### src/rtl/cpc_pkg.sv
package cpc_pkg;

	localparam int unsigned MaxVertices = 8;
	localparam int unsigned CoordW = 16;
	localparam int unsigned CountW = 4;
	localparam int unsigned TW = 17;
	localparam logic [TW-1:0] TOne = 17'h10000;

	// products of 17-bit differences, sums of two
	localparam int unsigned ProdW = 35;
	localparam int unsigned DotW = 36;
	localparam int unsigned DenW = 37;

	localparam logic CMD_LOAD = 1'b0;
	localparam logic CMD_CLIP = 1'b1;

	typedef struct packed {
		logic                     command;
		logic [2:0]               vertex_index;
		logic signed [CoordW-1:0] vertex_x;
		logic signed [CoordW-1:0] vertex_y;
		logic signed [CoordW-1:0] start_x;
		logic signed [CoordW-1:0] start_y;
		logic signed [CoordW-1:0] end_x;
		logic signed [CoordW-1:0] end_y;
	} in_item_t;

	typedef struct packed {
		logic                     visible;
		logic signed [CoordW-1:0] clipped_start_x;
		logic signed [CoordW-1:0] clipped_start_y;
		logic signed [CoordW-1:0] clipped_end_x;
		logic signed [CoordW-1:0] clipped_end_y;
		logic [TW-1:0]            entry_param;
		logic [TW-1:0]            exit_param;
	} out_item_t;

	// divider control between sequencer and divider
	typedef struct packed {
		logic start;
		logic busy;
		logic done;
	} div_ctl_t;

endpackage

### src/rtl/cpc_if.sv
interface cpc_in_if;
	logic                valid;
	logic                ready;
	cpc_pkg::in_item_t   data;
	modport source(output valid, output data, input ready);
	modport sink(input valid, input data, output ready);
endinterface

interface cpc_out_if;
	logic                valid;
	logic                ready;
	cpc_pkg::out_item_t  data;
	modport source(output valid, output data, input ready);
	modport sink(input valid, input data, output ready);
endinterface

interface cpc_cfg_if;
	logic                           valid;
	logic                           ready;
	logic [cpc_pkg::CountW-1:0]     data;
	modport source(output valid, output data, input ready);
	modport sink(input valid, input data, output ready);
endinterface

### src/rtl/cpc_div.sv
// Restoring divider: quo = floor(num * 2^16 / den), one quotient bit per cycle.
module cpc_div (
	input  logic                             clk,
	input  logic                             arst_n,
	input  logic                             start,
	input  logic [cpc_pkg::DotW-1:0]         num,
	input  logic [cpc_pkg::DenW-1:0]         den,
	output cpc_pkg::div_ctl_t                ctl,
	output logic [cpc_pkg::TW-1:0]           quo
);
	localparam int unsigned RemW = cpc_pkg::DenW + 1;
	localparam int unsigned NumW = cpc_pkg::DotW + 16;
	localparam int unsigned CntW = $clog2(NumW + 1);

	logic [NumW-1:0]            dvd_q;
	logic [RemW-1:0]            rem_q;
	logic [cpc_pkg::DenW-1:0]   den_q;
	logic [CntW-1:0]            cnt_q;
	logic                       busy_q;
	logic                       done_q;
	logic [RemW-1:0]            shifted;
	logic [RemW-1:0]            diff;
	logic                       fits;
	// quotient bits beyond TW are provably zero since t <= 1
	logic [NumW-1:0]            quo_full_q;

	assign shifted = {rem_q[RemW-2:0], dvd_q[NumW-1]};
	assign diff    = shifted - {1'b0, den_q};
	assign fits    = ~diff[RemW-1];

	always_ff @(posedge clk or negedge arst_n) begin
		if (!arst_n) begin
			busy_q <= 1'b0;
			done_q <= 1'b0;
			cnt_q  <= '0;
		end else begin
			done_q <= 1'b0;
			if (start) begin
				busy_q <= 1'b1;
				cnt_q  <= CntW'(NumW);
			end else if (busy_q) begin
				cnt_q <= cnt_q - 1'b1;
				if (cnt_q == CntW'(1)) begin
					busy_q <= 1'b0;
					done_q <= 1'b1;
				end
			end
		end
	end

	always_ff @(posedge clk) begin
		if (start) begin
			dvd_q      <= {num, 16'h0};
			den_q      <= den;
			rem_q      <= '0;
			quo_full_q <= '0;
		end else if (busy_q) begin
			dvd_q      <= {dvd_q[NumW-2:0], 1'b0};
			rem_q      <= fits ? diff : shifted;
			quo_full_q <= {quo_full_q[NumW-2:0], fits};
		end
	end

	assign ctl.start = start;
	assign ctl.busy  = busy_q;
	assign ctl.done  = done_q;
	assign quo       = quo_full_q[cpc_pkg::TW-1:0];
endmodule

### src/rtl/cpc_seq.sv
// Sequencer: walks edges with one shared multiplier, one divider.
module cpc_seq #(
	parameter int unsigned MAX_VERTICES = cpc_pkg::MaxVertices
) (
	input  logic                      clk,
	input  logic                      arst_n,
	cpc_in_if.sink                    in_ch,
	cpc_out_if.source                 out_ch,
	input  logic [cpc_pkg::CountW-1:0] vertex_count,
	output logic                      idle
);
	localparam int unsigned IdxW = (MAX_VERTICES > 1) ? $clog2(MAX_VERTICES) : 1;
	localparam int unsigned CW   = cpc_pkg::CoordW;
	localparam int unsigned DW   = cpc_pkg::DotW;

	typedef enum logic [8:0] {
		S_IDLE  = 9'b000000001,
		S_RD    = 9'b000000010,
		S_M0    = 9'b000000100,
		S_M1    = 9'b000001000,
		S_M2    = 9'b000010000,
		S_M3    = 9'b000100000,
		S_TEST  = 9'b001000000,
		S_DIV   = 9'b010000000,
		S_LERP  = 9'b100000000
	} state_t;

	state_t state_q;

	logic [31:0] store_q [MAX_VERTICES];
	logic [31:0] p_q, q_q;

	logic signed [CW-1:0] ax_q, ay_q, bx_q, by_q;
	logic [cpc_pkg::CountW-1:0] n_q;
	logic [IdxW:0]  i_q;
	logic [IdxW-1:0] i_idx, nxt_idx;
	logic [2:0]     step_q;
	logic signed [DW-1:0] c0_q, c1_q;
	logic signed [cpc_pkg::ProdW-1:0] prod_q;
	logic [cpc_pkg::TW-1:0] tin_q, tout_q;
	logic dropped_q;
	logic [2:0] lstep_q;

	// shared multiplier 18x18 signed
	logic signed [17:0] mul_a;
	logic signed [17:0] mul_b;
	logic signed [cpc_pkg::ProdW:0] mul_p;

	logic signed [17:0] px, py, qx, qy, nx, ny;
	logic signed [DW:0] den;
	logic [DW-1:0] num_mag;
	logic [cpc_pkg::DenW-1:0] den_mag;
	logic div_start;
	cpc_pkg::div_ctl_t div_ctl;
	logic [cpc_pkg::TW-1:0] quo;
	logic [cpc_pkg::TW-1:0] tin_n, tout_n;
	logic signed [17:0] vx, vy;
	logic signed [CW-1:0] lerp_r;
	logic [cpc_pkg::TW-1:0] t_sel;
	logic signed [17:0] base_sel, v_sel;
	logic signed [cpc_pkg::ProdW:0] lp;
	logic [cpc_pkg::ProdW:0] lp_neg;
	logic signed [17:0] lq;

	assign i_idx   = i_q[IdxW-1:0];
	assign nxt_idx = (32'(i_q) + 32'd1 >= 32'(n_q)) ? '0 : IdxW'(i_q + 1'b1);

	assign px = 18'(signed'(p_q[15:0]));
	assign py = 18'(signed'(p_q[31:16]));
	assign qx = 18'(signed'(q_q[15:0]));
	assign qy = 18'(signed'(q_q[31:16]));
	assign nx = qy - py;
	assign ny = px - qx;
	assign vx = 18'(bx_q) - 18'(ax_q);
	assign vy = 18'(by_q) - 18'(ay_q);

	always_comb begin
		case (step_q)
			3'd0:    begin mul_a = 18'(ax_q) - px; mul_b = nx; end
			3'd1:    begin mul_a = 18'(ay_q) - py; mul_b = ny; end
			3'd2:    begin mul_a = 18'(bx_q) - px; mul_b = nx; end
			3'd3:    begin mul_a = 18'(by_q) - py; mul_b = ny; end
			default: begin mul_a = v_sel; mul_b = 18'(signed'({1'b0, t_sel})); end
		endcase
	end
	assign mul_p = 36'(mul_a) * 36'(mul_b);

	assign den     = 37'(c1_q) - 37'(c0_q);
	assign num_mag = c0_q[DW-1] ? DW'(-c0_q) : DW'(c0_q);
	assign den_mag = den[DW] ? cpc_pkg::DenW'(-den) : cpc_pkg::DenW'(den);
	assign div_start = (state_q == S_TEST) && (c0_q > 0) != (c1_q > 0);

	cpc_div u_div (
		.clk(clk), .arst_n(arst_n), .start(div_start),
		.num(num_mag), .den(den_mag), .ctl(div_ctl), .quo(quo)
	);

	assign tout_n = (!den[DW] && quo < tout_q) ? quo : tout_q;
	assign tin_n  = (den[DW] && quo > tin_q) ? quo : tin_q;

	// lerp: endpoint = base + floor(t*v / 2^16)
	assign t_sel    = lstep_q[1] ? tout_q : tin_q;
	assign v_sel    = lstep_q[0] ? vy : vx;
	assign base_sel = lstep_q[0] ? 18'(ay_q) : 18'(ax_q);
	assign lp       = mul_p;
	assign lp_neg   = -lp;
	assign lq = lp[cpc_pkg::ProdW] ? 18'(-(signed'({1'b0, 18'((lp_neg + 36'hFFFF) >> 16)})))
		: 18'(lp >>> 16);
	assign lerp_r = CW'(base_sel + lq);

	assign in_ch.ready = (state_q == S_IDLE);
	assign idle = (state_q == S_IDLE);

	always_ff @(posedge clk) begin
		if (in_ch.valid && in_ch.ready && in_ch.data.command == cpc_pkg::CMD_LOAD
			&& 32'(in_ch.data.vertex_index) < MAX_VERTICES)
			store_q[IdxW'(in_ch.data.vertex_index)] <= {in_ch.data.vertex_y, in_ch.data.vertex_x};
		if (state_q == S_RD) begin
			p_q <= store_q[i_idx];
			q_q <= store_q[nxt_idx];
		end
	end

	always_ff @(posedge clk or negedge arst_n) begin
		if (!arst_n) begin
			state_q      <= S_IDLE;
			out_ch.valid <= 1'b0;
		end else begin
			if (out_ch.valid && out_ch.ready) out_ch.valid <= 1'b0;
			case (state_q)
				S_IDLE: begin
					if (in_ch.valid && in_ch.ready && in_ch.data.command == cpc_pkg::CMD_CLIP) begin
						ax_q <= in_ch.data.start_x; ay_q <= in_ch.data.start_y;
						bx_q <= in_ch.data.end_x;   by_q <= in_ch.data.end_y;
						n_q  <= (32'(vertex_count) > MAX_VERTICES) ?
							cpc_pkg::CountW'(MAX_VERTICES) : vertex_count;
						i_q <= '0; tin_q <= '0; tout_q <= cpc_pkg::TOne; dropped_q <= 1'b0;
						lstep_q <= '0; step_q <= 3'd4;
						state_q <= (vertex_count >= 4'd3) ? S_RD : S_LERP;
					end
				end
				S_RD: begin step_q <= 3'd0; state_q <= S_M0; end
				S_M0: begin prod_q <= cpc_pkg::ProdW'(mul_p); step_q <= 3'd1; state_q <= S_M1; end
				S_M1: begin
					c0_q <= DW'(prod_q) + DW'(mul_p); step_q <= 3'd2; state_q <= S_M2;
				end
				S_M2: begin prod_q <= cpc_pkg::ProdW'(mul_p); step_q <= 3'd3; state_q <= S_M3; end
				S_M3: begin
					c1_q <= DW'(prod_q) + DW'(mul_p); step_q <= 3'd4; state_q <= S_TEST;
				end
				S_TEST: begin
					if (c0_q > 0 && c1_q > 0) begin
						dropped_q <= 1'b1; state_q <= S_LERP;
					end else if (div_start) begin
						state_q <= S_DIV;
					end else if (i_q + 1'b1 >= (IdxW+1)'(n_q)) begin
						state_q <= S_LERP;
					end else begin
						i_q <= i_q + 1'b1; state_q <= S_RD;
					end
				end
				S_DIV: begin
					if (div_ctl.done) begin
						tin_q <= tin_n; tout_q <= tout_n;
						if (tin_n > tout_n) begin
							dropped_q <= 1'b1; state_q <= S_LERP;
						end else if (i_q + 1'b1 >= (IdxW+1)'(n_q)) begin
							state_q <= S_LERP;
						end else begin
							i_q <= i_q + 1'b1; state_q <= S_RD;
						end
					end
				end
				S_LERP: begin
					// hold while the previous result still waits
					if (!out_ch.valid || out_ch.ready) begin
						case (lstep_q[1:0])
							2'd0: out_ch.data.clipped_start_x <= lerp_r;
							2'd1: out_ch.data.clipped_start_y <= lerp_r;
							2'd2: out_ch.data.clipped_end_x   <= lerp_r;
							default: out_ch.data.clipped_end_y <= lerp_r;
						endcase
						lstep_q <= lstep_q + 1'b1;
						if (lstep_q[1:0] == 2'd3) begin
							out_ch.data.visible     <= !dropped_q;
							out_ch.data.entry_param <= dropped_q ? '0 : tin_q;
							out_ch.data.exit_param  <= dropped_q ? '0 : tout_q;
							if (dropped_q) begin
								out_ch.data.clipped_start_x <= '0;
								out_ch.data.clipped_start_y <= '0;
								out_ch.data.clipped_end_x   <= '0;
								out_ch.data.clipped_end_y   <= '0;
							end
							out_ch.valid <= 1'b1;
							state_q <= S_IDLE;
						end
					end
				end
				default: state_q <= S_IDLE;
			endcase
		end
	end
endmodule

### src/rtl/convex_polygon_line_clipper.sv
// Cyrus-Beck line clipper against a convex polygon of up to MAX_VERTICES
// vertices. Load items (command 0) write one vertex. A clip item walks each
// edge, up to the vertex count capped at MAX_VERTICES, through a read, four
// multiply steps and a test, runs the bit-serial restoring divider for each
// edge the line crosses, and then forms the endpoints. The input is not
// ready while a clip runs; a clip whose predecessor's result still waits to be
// taken holds before forming its endpoints.
module convex_polygon_line_clipper #(
	parameter int unsigned MAX_VERTICES = cpc_pkg::MaxVertices
) (
	input  logic         clk,
	input  logic         arst_n,
	cpc_in_if.sink       in_ch,
	cpc_out_if.source    out_ch,
	cpc_cfg_if.sink      cfg
);
	logic [cpc_pkg::CountW-1:0] vertex_count_q;
	logic idle;

	assign cfg.ready = 1'b1;

	always_ff @(posedge clk or negedge arst_n) begin
		if (!arst_n) vertex_count_q <= '0;
		else if (cfg.valid) vertex_count_q <= cfg.data;
	end

	cpc_seq #(.MAX_VERTICES(MAX_VERTICES)) u_seq (
		.clk(clk), .arst_n(arst_n), .in_ch(in_ch), .out_ch(out_ch),
		.vertex_count(vertex_count_q), .idle(idle)
	);

	a_ready_idle: assert property (@(posedge clk) disable iff (!arst_n)
		in_ch.ready |-> idle) else $error("ready while busy");
	a_visible_params: assert property (@(posedge clk) disable iff (!arst_n)
		out_ch.valid && out_ch.data.visible |->
		out_ch.data.entry_param <= out_ch.data.exit_param) else $error("entry past exit");
	a_hold_result: assert property (@(posedge clk) disable iff (!arst_n)
		out_ch.valid && !out_ch.ready |=> out_ch.valid && $stable(out_ch.data))
		else $error("result changed while stalled");
endmodule

### src/flat_wrapper.sv
// flat-port wrapper written by rule: the top's interface ports become plain ports
module convex_polygon_line_clipper_flat 
#(
	parameter int unsigned MAX_VERTICES = cpc_pkg::MaxVertices
)
  (clk, arst_n, in_ch_valid, in_ch_data, in_ch_ready, out_ch_valid, out_ch_data, out_ch_ready, cfg_valid, cfg_data, cfg_ready);
  cpc_in_if in_ch_i ();
  cpc_out_if out_ch_i ();
  cpc_cfg_if cfg_i ();
  input  logic clk;
  input  logic arst_n;
  input wire logic [$bits(in_ch_i.valid)-1:0] in_ch_valid;
  input wire logic [$bits(in_ch_i.data)-1:0] in_ch_data;
  output wire logic [$bits(in_ch_i.ready)-1:0] in_ch_ready;
  output wire logic [$bits(out_ch_i.valid)-1:0] out_ch_valid;
  output wire logic [$bits(out_ch_i.data)-1:0] out_ch_data;
  input wire logic [$bits(out_ch_i.ready)-1:0] out_ch_ready;
  input wire logic [$bits(cfg_i.valid)-1:0] cfg_valid;
  input wire logic [$bits(cfg_i.data)-1:0] cfg_data;
  output wire logic [$bits(cfg_i.ready)-1:0] cfg_ready;
  assign in_ch_i.valid = in_ch_valid;
  assign in_ch_i.data = in_ch_data;
  assign in_ch_ready = in_ch_i.ready;
  assign out_ch_valid = out_ch_i.valid;
  assign out_ch_data = out_ch_i.data;
  assign out_ch_i.ready = out_ch_ready;
  assign cfg_i.valid = cfg_valid;
  assign cfg_i.data = cfg_data;
  assign cfg_ready = cfg_i.ready;
  convex_polygon_line_clipper #(.MAX_VERTICES(MAX_VERTICES)) u_core (.clk(clk), .arst_n(arst_n), .in_ch(in_ch_i), .out_ch(out_ch_i), .cfg(cfg_i));
endmodule
### config.mk
export PLATFORM = sky130hd
export DESIGN_NAME = convex_polygon_line_clipper_flat
export DESIGN_NICKNAME = d
export VERILOG_FILES = /design/src/rtl/cpc_pkg.sv /design/src/rtl/cpc_if.sv /design/src/rtl/cpc_div.sv /design/src/rtl/cpc_seq.sv /design/src/rtl/convex_polygon_line_clipper.sv /design/src/flat_wrapper.sv
export SDC_FILE = /design/constraint.sdc
export NUM_CORES = 2
export LEC_CHECK = 0
export BUFFER_PORTS_ARGS = -buffer_cell sky130_fd_sc_hd__buf_2
export CAP_MARGIN = 30
export CORE_ASPECT_RATIO = 2
export CORE_UTILIZATION = 44
export DETAILED_ROUTE_END_ITERATION = 16
export MAX_ROUTING_LAYER = met4
export PLACE_DENSITY = 0.69
export SETUP_SLACK_MARGIN = 0.05
export SLEW_MARGIN = 15
export SYNTH_ARGS = -nofsm -noshare
export SYNTH_HDL_FRONTEND = slang
export SYNTH_SLANG_ARGS = --single-unit
### constraint.sdc
create_clock -name clk -period 36.5 [get_ports clk]
set_clock_uncertainty 0.05 [all_clocks]
set_input_delay 5.475 -clock clk [delete_from_list [all_inputs] [get_ports clk]]
set_output_delay 5.475 -clock clk [all_outputs]
set_load 0.05 [all_outputs]
# Word level (Yosys, flattened, before mapping)

Memories as Yosys holds them, arrays and structs flattened. A register that Yosys moved wholly into a read port is not among the register bits.
Index checks and enable logic that the tools add are counted.

Flip-flop bits (word level): 468
RAM bits: 256
Input bits: 109
Logic and storage cells: 196
Memories kept: 1

Memories:

| name                 | words | bits a word | rd ports | clocked after Yosys merged registers in | wr ports | line          | RTL |
|---|---|---|---|---|---|---|---|
| u_core.u_seq.store_q | 8     | 32          | 2        | 2                                       | 1        | cpc_seq.sv:30 | `logic [31:0] store_q [MAX_VERTICES];` |

Add/sub/neg operators: 21
Multiply operators: 1
Order comparisons: 9
Equal/unequal tests: 26
Muxes and demuxes: 69
Bitwise logic cells: 2
Reductions and logical operators: 35

Operators with widths:

| cell                                                                  | number |
|---|---|
| 17-bit 2-to-1 mux                                                     | 9 |
| 16-bit by 16-bit subtractor with 17-bit output                        | 8 |
| 52-bit 2-to-1 mux                                                     | 2 |
| 98-bit 2-to-1 mux                                                     | 1 |
| 16-bit 2-to-1 mux                                                     | 6 |
| 9-bit 2-to-1 mux                                                      | 9 |
| 9-bit case mux with 9 select lines                                    | 1 |
| 36-bit by 1-bit > comparator with 1-bit output, second input constant | 2 |
| 36-bit 2-to-1 mux                                                     | 2 |
| 18-bit case mux with 4 select lines                                   | 1 |
| 17-bit case mux with 2 select lines                                   | 2 |
| 64-bit 2-to-1 mux                                                     | 1 |
| 38-bit by 37-bit subtractor with 38-bit output                        | 1 |
| 37-bit 2-to-1 mux                                                     | 1 |
| 37-bit negator                                                        | 1 |
| 36-bit by 36-bit subtractor with 37-bit output                        | 1 |
| 35-bit by 36-bit adder with 36-bit output                             | 1 |
| 18-bit by 18-bit multiplier with 36-bit output                        | 1 |
| 36-bit negator                                                        | 1 |
| 18-bit case mux with 2 select lines                                   | 1 |
| 17-bit > comparator                                                   | 2 |
| 32-bit by 16-bit adder with 32-bit output, second input constant      | 1 |
| 32-bit by 4-bit >= comparator with 1-bit output                       | 1 |
| 32-bit negator                                                        | 1 |
| 52 further kinds                                                      | 106 |

# Depth between registers and ports, before layout

Word-level depth: 12
Gate-level depth with buffers: 63

# By module

A second synthesis with hierarchy kept.

Cell total of the unflattened synthesis: 5726
Area total of the unflattened synthesis: 58800.1 um^2

By module, submodules not included:

| module                      | times used | cells an instance | area each (um^2) |
|---|---|---|---|
| cpc_seq                     | 1          | 4992              | 51240.4 |
| cpc_div                     | 1          | 724               | 7403.4 |
| convex_polygon_line_clipper | 1          | 10                | 156.4 |

# Worst setup path before layout

Ideal clock, no wire load.

Path kind: register -> register
Start: reg u_core.u_seq.step_q[2]
End: reg u_core.u_seq.out_ch.data[48] (netlist name)
Library setup time: 0.266 ns
Arrival: 13.588 ns
Data required time: 36.184 ns
Setup slack: 22.596 ns
Stages on the path, launching flop included: 61
Period minus slack after synthesis: 13.904 ns
Cell sequence: edfxtp_1 > clkbuf_1 > buf_1 > nor2_1 > nand2_1 > clkbuf_1 > nor2_1 > a21oi_1 > ha_1 > inv_1 > fa_1 > a21o_1 > a21oi_1 > o21ai_0 > a21oi_1 > o21bai_1 > a21oi_1 > o21ai_0 > [25 not listed] > a21oi_1 > xnor2_1 > clkbuf_1 > o21ai_0 > fa_1 > a21o_1 > a21oi_1 > o21bai_1 > a21oi_1 > o21bai_1 > a21oi_1 > o21ai_0 > a2111o_1 > a31o_2 > a21oi_1 > xnor2_1 > mux2i_1 > nor2_1

Longest elaborated chain between the ends: 12

RTL lines:

| item                                                             | line           | RTL |
|---|---|---|
| start: declaration                                               | cpc_seq.sv:37  | `logic [2:0] step_q;` |
| start signal: assignment                                         | cpc_seq.sv:138 | `lstep_q <= '0; step_q <= 3'd4;` |
| start signal: assignment                                         | cpc_seq.sv:142 | `S_RD: begin step_q <= 3'd0; state_q <= S_M0; end` |
| start signal: assignment                                         | cpc_seq.sv:143 | `S_M0: begin prod_q <= cpc_pkg::ProdW'(mul_p); step_q <= 3'd1; state_q <= S_M1; end` |
| 3-bit by 2-bit == test with 1-bit output (tied with other cells) | cpc_seq.sv:78  | `case (step_q)` |
| 2-bit OR reduction (no line)                                     | n/a            |  |
| 18-bit case mux with 2 select lines                              | cpc_seq.sv:78  |  |
| 18-bit by 18-bit multiplier with 36-bit output (*)               | cpc_seq.sv:86  | `assign mul_p = 36'(mul_a) * 36'(mul_b);` |
| 32-bit negator                                                   | cpc_seq.sv:106 | `assign lp_neg = -lp;` |
| 32-bit by 16-bit adder with 32-bit output                        | cpc_seq.sv:107 | `assign lq = lp[cpc_pkg::ProdW] ? 18'(-(signed'({1'b0, 18'((lp_neg + 36'hFFFF) >> 16)})))` |
| 16-bit negator                                                   | cpc_seq.sv:107 |  |
| 16-bit 2-to-1 mux (*)                                            | cpc_seq.sv:107 |  |
| 16-bit adder (*)                                                 | cpc_seq.sv:109 | `assign lerp_r = CW'(base_sel + lq);` |
| 16-bit 2-to-1 mux (*)                                            | cpc_seq.sv:177 | `case (lstep_q[1:0])` |
| 64-bit 2-to-1 mux                                                | cpc_seq.sv:188 | `if (dropped_q) begin` |
| 98-bit 2-to-1 mux (*)                                            | cpc_seq.sv:184 | `if (lstep_q[1:0] == 2'd3) begin` |

Mark *: on every way between the ends. The rest lies on a longest branch, timed or not.
A chain may end at the register's enable or synchronous reset.

# Worst setup path after layout

Start: reg u_core.u_seq.step_q[0]
End: reg u_core.u_seq.out_ch.data[65] (netlist name)

Longest elaborated chain between the ends: 12

RTL lines:

| item                                                             | line           | RTL |
|---|---|---|
| 3-bit by 2-bit == test with 1-bit output (tied with other cells) | cpc_seq.sv:78  |  |
| 2-bit OR reduction (no line)                                     | n/a            |  |
| 18-bit case mux with 2 select lines                              | cpc_seq.sv:78  |  |
| 18-bit by 18-bit multiplier with 36-bit output (*)               | cpc_seq.sv:86  |  |
| named net u_core.u_seq.lp, one bit                               | cpc_seq.sv:61  | `logic signed [cpc_pkg::ProdW:0] lp;` |
| 32-bit negator                                                   | cpc_seq.sv:106 |  |
| 32-bit by 16-bit adder with 32-bit output                        | cpc_seq.sv:107 |  |
| 16-bit negator                                                   | cpc_seq.sv:107 |  |
| 16-bit 2-to-1 mux (*)                                            | cpc_seq.sv:107 |  |
| 16-bit adder (*)                                                 | cpc_seq.sv:109 |  |
| 16-bit 2-to-1 mux (*)                                            | cpc_seq.sv:177 |  |
| 64-bit 2-to-1 mux                                                | cpc_seq.sv:188 |  |
| 98-bit 2-to-1 mux (*)                                            | cpc_seq.sv:184 |  |

Mark *: on every way through the listed nets, which the timed path passes. The rest lies on a longest branch.

==> results.txt <==
----------------------------------------------------
[Clock network]
  CTS sink count ... 787
  Post-CTS Resized ... 0
  Clk Latency, worst-skew pair ... between 700 and 800 ps
  Post-CTS Setup Inserts ... 0
  Clock slew at reported path FFs ... 70 ps
  Hold buffer count at CTS ... 0
  TritonCTS clock tree ... built
  Worst-case clock buffer depth ... 3
  Root buffer selected by CTS ... sky130_fd_sc_hd__clkbuf_16
  Number of clock buffers inserted by TritonCTS ... 75
  H-Tree Level Count ... 3

[Global routing]
  Total grt overflow ... 0
  Wire length of the first global-routing pass ... 260000 µm
  Initial antenna violation count ... 11
  Via count of the first global-routing pass ... 44928
  Pin count of the biggest net entering global routing ... between 80 and 90
  Tot GR Track Use ... 0.270

[Logic synthesis]
  Synth Net Count ... 6408
  Register area share after synthesis ... 0.398
  Most used flip-flop cell after synthesis ... sky130_fd_sc_hd__edfxtp_1
  Cell with the most instances after synthesis ... sky130_fd_sc_hd__nand2_1
  Area contributors post-synth ... sky130_fd_sc_hd__edfxtp_1, sky130_fd_sc_hd__fa_1, sky130_fd_sc_hd__ha_1
  Average size of a mapped cell ... 10.3 µm²
  Fraction of synthesized cell area taken by the top area cell type ... 0.369
  Commonest cells post-synth ... sky130_fd_sc_hd__nand2_1, sky130_fd_sc_hd__edfxtp_1, sky130_fd_sc_hd__inv_1, sky130_fd_sc_hd__ha_1, sky130_fd_sc_hd__nor2_1
  Cell area after synthesis ... ~0.058 mm²
  Most area-hungry cell type in the Yosys netlist ... sky130_fd_sc_hd__edfxtp_1
  Count of flip-flops with a built-in enable after synthesis ... 711
  Async set-reset flop share out of synthesis ... 0.0280
  Flip-flop and latch count after synthesis ... ~800
  YS warnings ... 0
  Yosys cell types ... 95
  Cell count after synthesis ... 5594

[Routing]
  First DRT Iteration DRCs ... 2727
  Aggregate routed wire length ... 172000 µm
  DRC errors left ... 0
  Total via count in the routed design ... 42770
  Drt first pass iters ... 7
  Average via count per standard cell ... 5.68
  Number of nets with antenna violations after detailed routing ... 0
  Routed wire length per instance ... 22.8 µm

[Floorplanning]
  Die Outline Area ... 0.133 mm²
  Count of pins on the block boundary ... 211
  Number of placement rows ... between 150 and 200
  Die outline width ... roughly 260 µm
  Effective utilization at floorplan ... 0.444
  Vertical die dimension ... between 500 and 600 µm
  Standard cell core area ... 0.130 mm²

[Layout]
  Share of post-route cells with drive strength above 1 ... 0.110
  Syn-to-layout area delta ... 10.3%
  Number of nets in the layout ... 6577

[STA]
  Max-slew violation total from the final report ... 0
  Endpoints failing hold ... 0
  Final Cycle Share ... 0.418
  Achievable frequency ... roughly 0.066 GHz
  RSZ-0062 raised after global routing ... false
  Endpoints failing setup ... 0
  Relative slew margins ... 0.250
  Final critical-path required period ... roughly 15000 ps
  Transition time at the pin with the least slew margin ... 1110 ps
  Summed negative setup slack over all endpoints ... 0 ps

[Setup path]
  Type of origin of the critical path ... flip-flop
  Reg2Reg Launch Point ... u_core.u_seq.step_q[0]
  Cell at the slowest stage of the critical path ... sky130_fd_sc_hd__fa_1
  Setup slack, reg-to-reg ... 21260 ps
  R2r endpoint ... u_core.u_seq.out_ch.data[65]
  Critical path required time ... 36910 ps
  CP max FO ... 47
  WS Path Type ... reg2reg
  Cells on worst reg2reg path ... 56
  Largest stage delay on the critical path ... about 540 ps
  Data arrival time of the worst path ... 15650 ps
  Worst setup EP type ... flip-flop

[Placement]
  IO Port Bufs ... approximately 210
  Half-perimeter wire length after detailed placement ... 131000 µm
  Global placement routability congestion ... 1.03

[Flow run]
  Max-Cap Viols ... 0

[Status]
  Outcome ... complete, no violations

[Hold path]
  Number of cells traversed by the worst hold path ... 1
  Worst hold endpoint ... u_core.u_seq.state_q[3]
  Worst hold path type ... reg2reg
  Min-Delay Startpoint ... u_core.u_seq.state_q[3]

----------------------------------------------------
[logic make-up after synthesis]
logic type,share of synthesized area
mux,0.0657
buf+inv,0.0567
xor+xnor,0.0473
flops,0.398
fa+ha+maj,0.196
other cells,0.0000649
compound gates,0.101
simple gates,0.136
[critical path: cells and delay by family, from the launching register on]
kind / cells / cell delay [ps]
AO/OA/AOI/OAI: 16 / 3720
XOR/XNOR: 4 / 850
adder cells (fa/ha/maj): 11 / 4810
buffers and inverters: 12 / 2000
flip-flops: 1 / 330
multiplexers: 1 / 340
AND/OR/NAND/NOR: 12 / 2860
[cells in the final DEF, fill, tap and decap left out, drive strengths merged, types with 75 or more instances in the layout]
| master | n |
|---|---|
| buf | 301 |
| nand2 | 716 |
| xnor2 | 213 |
| nor2b | 75 |
| mux2 | 75 |
| nor2 | 332 |
| fa | 328 |
| nand3 | 209 |
| o21ai | 277 |
| mux2i | 146 |
| inv | 662 |
| and2 | 96 |
| edfxtp | 711 |
| clkbuf | 84 |
| xor2 | 98 |
| ha | 377 |
| a21oi | 242 |
| a21o | 108 |
[layer usage]
| layer | up-vias | wire (µm) | global-route usage |
|---|---|---|---|
| met3 | 609 | 9430 | 0.0462 |
| li1 | 19650 | - | - |
| met1 | 21017 | 56000 | 0.251 |
| met5 | - | 0 | - |
| met2 | 1494 | 90900 | 0.484 |
| met4 | 0 | 15500 | 0.216 |
[cell type report]
cell class | count | area [µm²]
well taps | 1701 | 2130
fillers | 11994 | 66400
diodes | 6 | 15.0
multi-input cells | 3941 | 31700
inverters | 657 | 2470
repair buffers | 301 | 1780
flip-flops and latches | 787 | 23000
clock buffers | 84 | 1910
clock inverters | 53 | 688
[worst max path at each step]
stage | start | to | cells after the start
floorplan | u_core.u_seq.step_q[2] | u_core.u_seq.out_ch.data[48] | 60
global placement | u_core.u_seq.step_q[0] | u_core.u_seq.out_ch.data[81] | 56
detailed placement | u_core.u_seq.step_q[0] | u_core.u_seq.out_ch.data[65] | 56
CTS | u_core.u_seq.step_q[0] | u_core.u_seq.out_ch.data[65] | 56
global route | u_core.u_seq.step_q[0] | u_core.u_seq.out_ch.data[81] | 59
finish | u_core.u_seq.step_q[0] | u_core.u_seq.out_ch.data[65] | 56
[through the flow]
| step | hold slack [ps] | util | instance area [µm²] | setup WS, ps | instances |
|---|---|---|---|---|---|
| 4_1_cts | 423 | 0.490 | 63700 | 21420 | 7522 |
| 3_5_place_dp | 412 | 0.470 | 61100 | 21450 | 7385 |
| 3_3_place_gp | 392 | 0.469 | 61000 | 21860 | 7375 |
| 6_report | 425 | 0.490 | 63700 | 21260 | 7530 |
| 2_1_floorplan | 379 | - | 57800 | 22600 | 5594 |
| 5_1_grt | 444 | 0.490 | 63700 | 20230 | 7530 |
[registers in the layout, indices dropped and copies added (netlist names), 6 cells and up]
name	cells
u_core.u_seq.u_div.quo_full_q	17
u_core.u_seq.u_div.rem_q	37
u_core.u_seq.state_q	9
u_core.u_seq.tout_q	17
u_core.u_seq.u_div.cnt_q	6
u_core.u_seq.ax_q	16
u_core.u_seq.prod_q	35
u_core.u_seq.c1_q	36
u_core.u_seq.ay_q	16
u_core.u_seq.u_div.dvd_q	36
u_core.u_seq.bx_q	16
u_core.u_seq.store_q	256
u_core.u_seq.q_q	32
u_core.u_seq.out_ch.data	99
u_core.u_seq.by_q	16
u_core.u_seq.tin_q	17
u_core.u_seq.c0_q	36
u_core.u_seq.p_q	32
u_core.u_seq.u_div.den_q	37
Power is not shown: default switching activity piles up to over one toggle a cycle in this logic, so the estimate is an artifact.
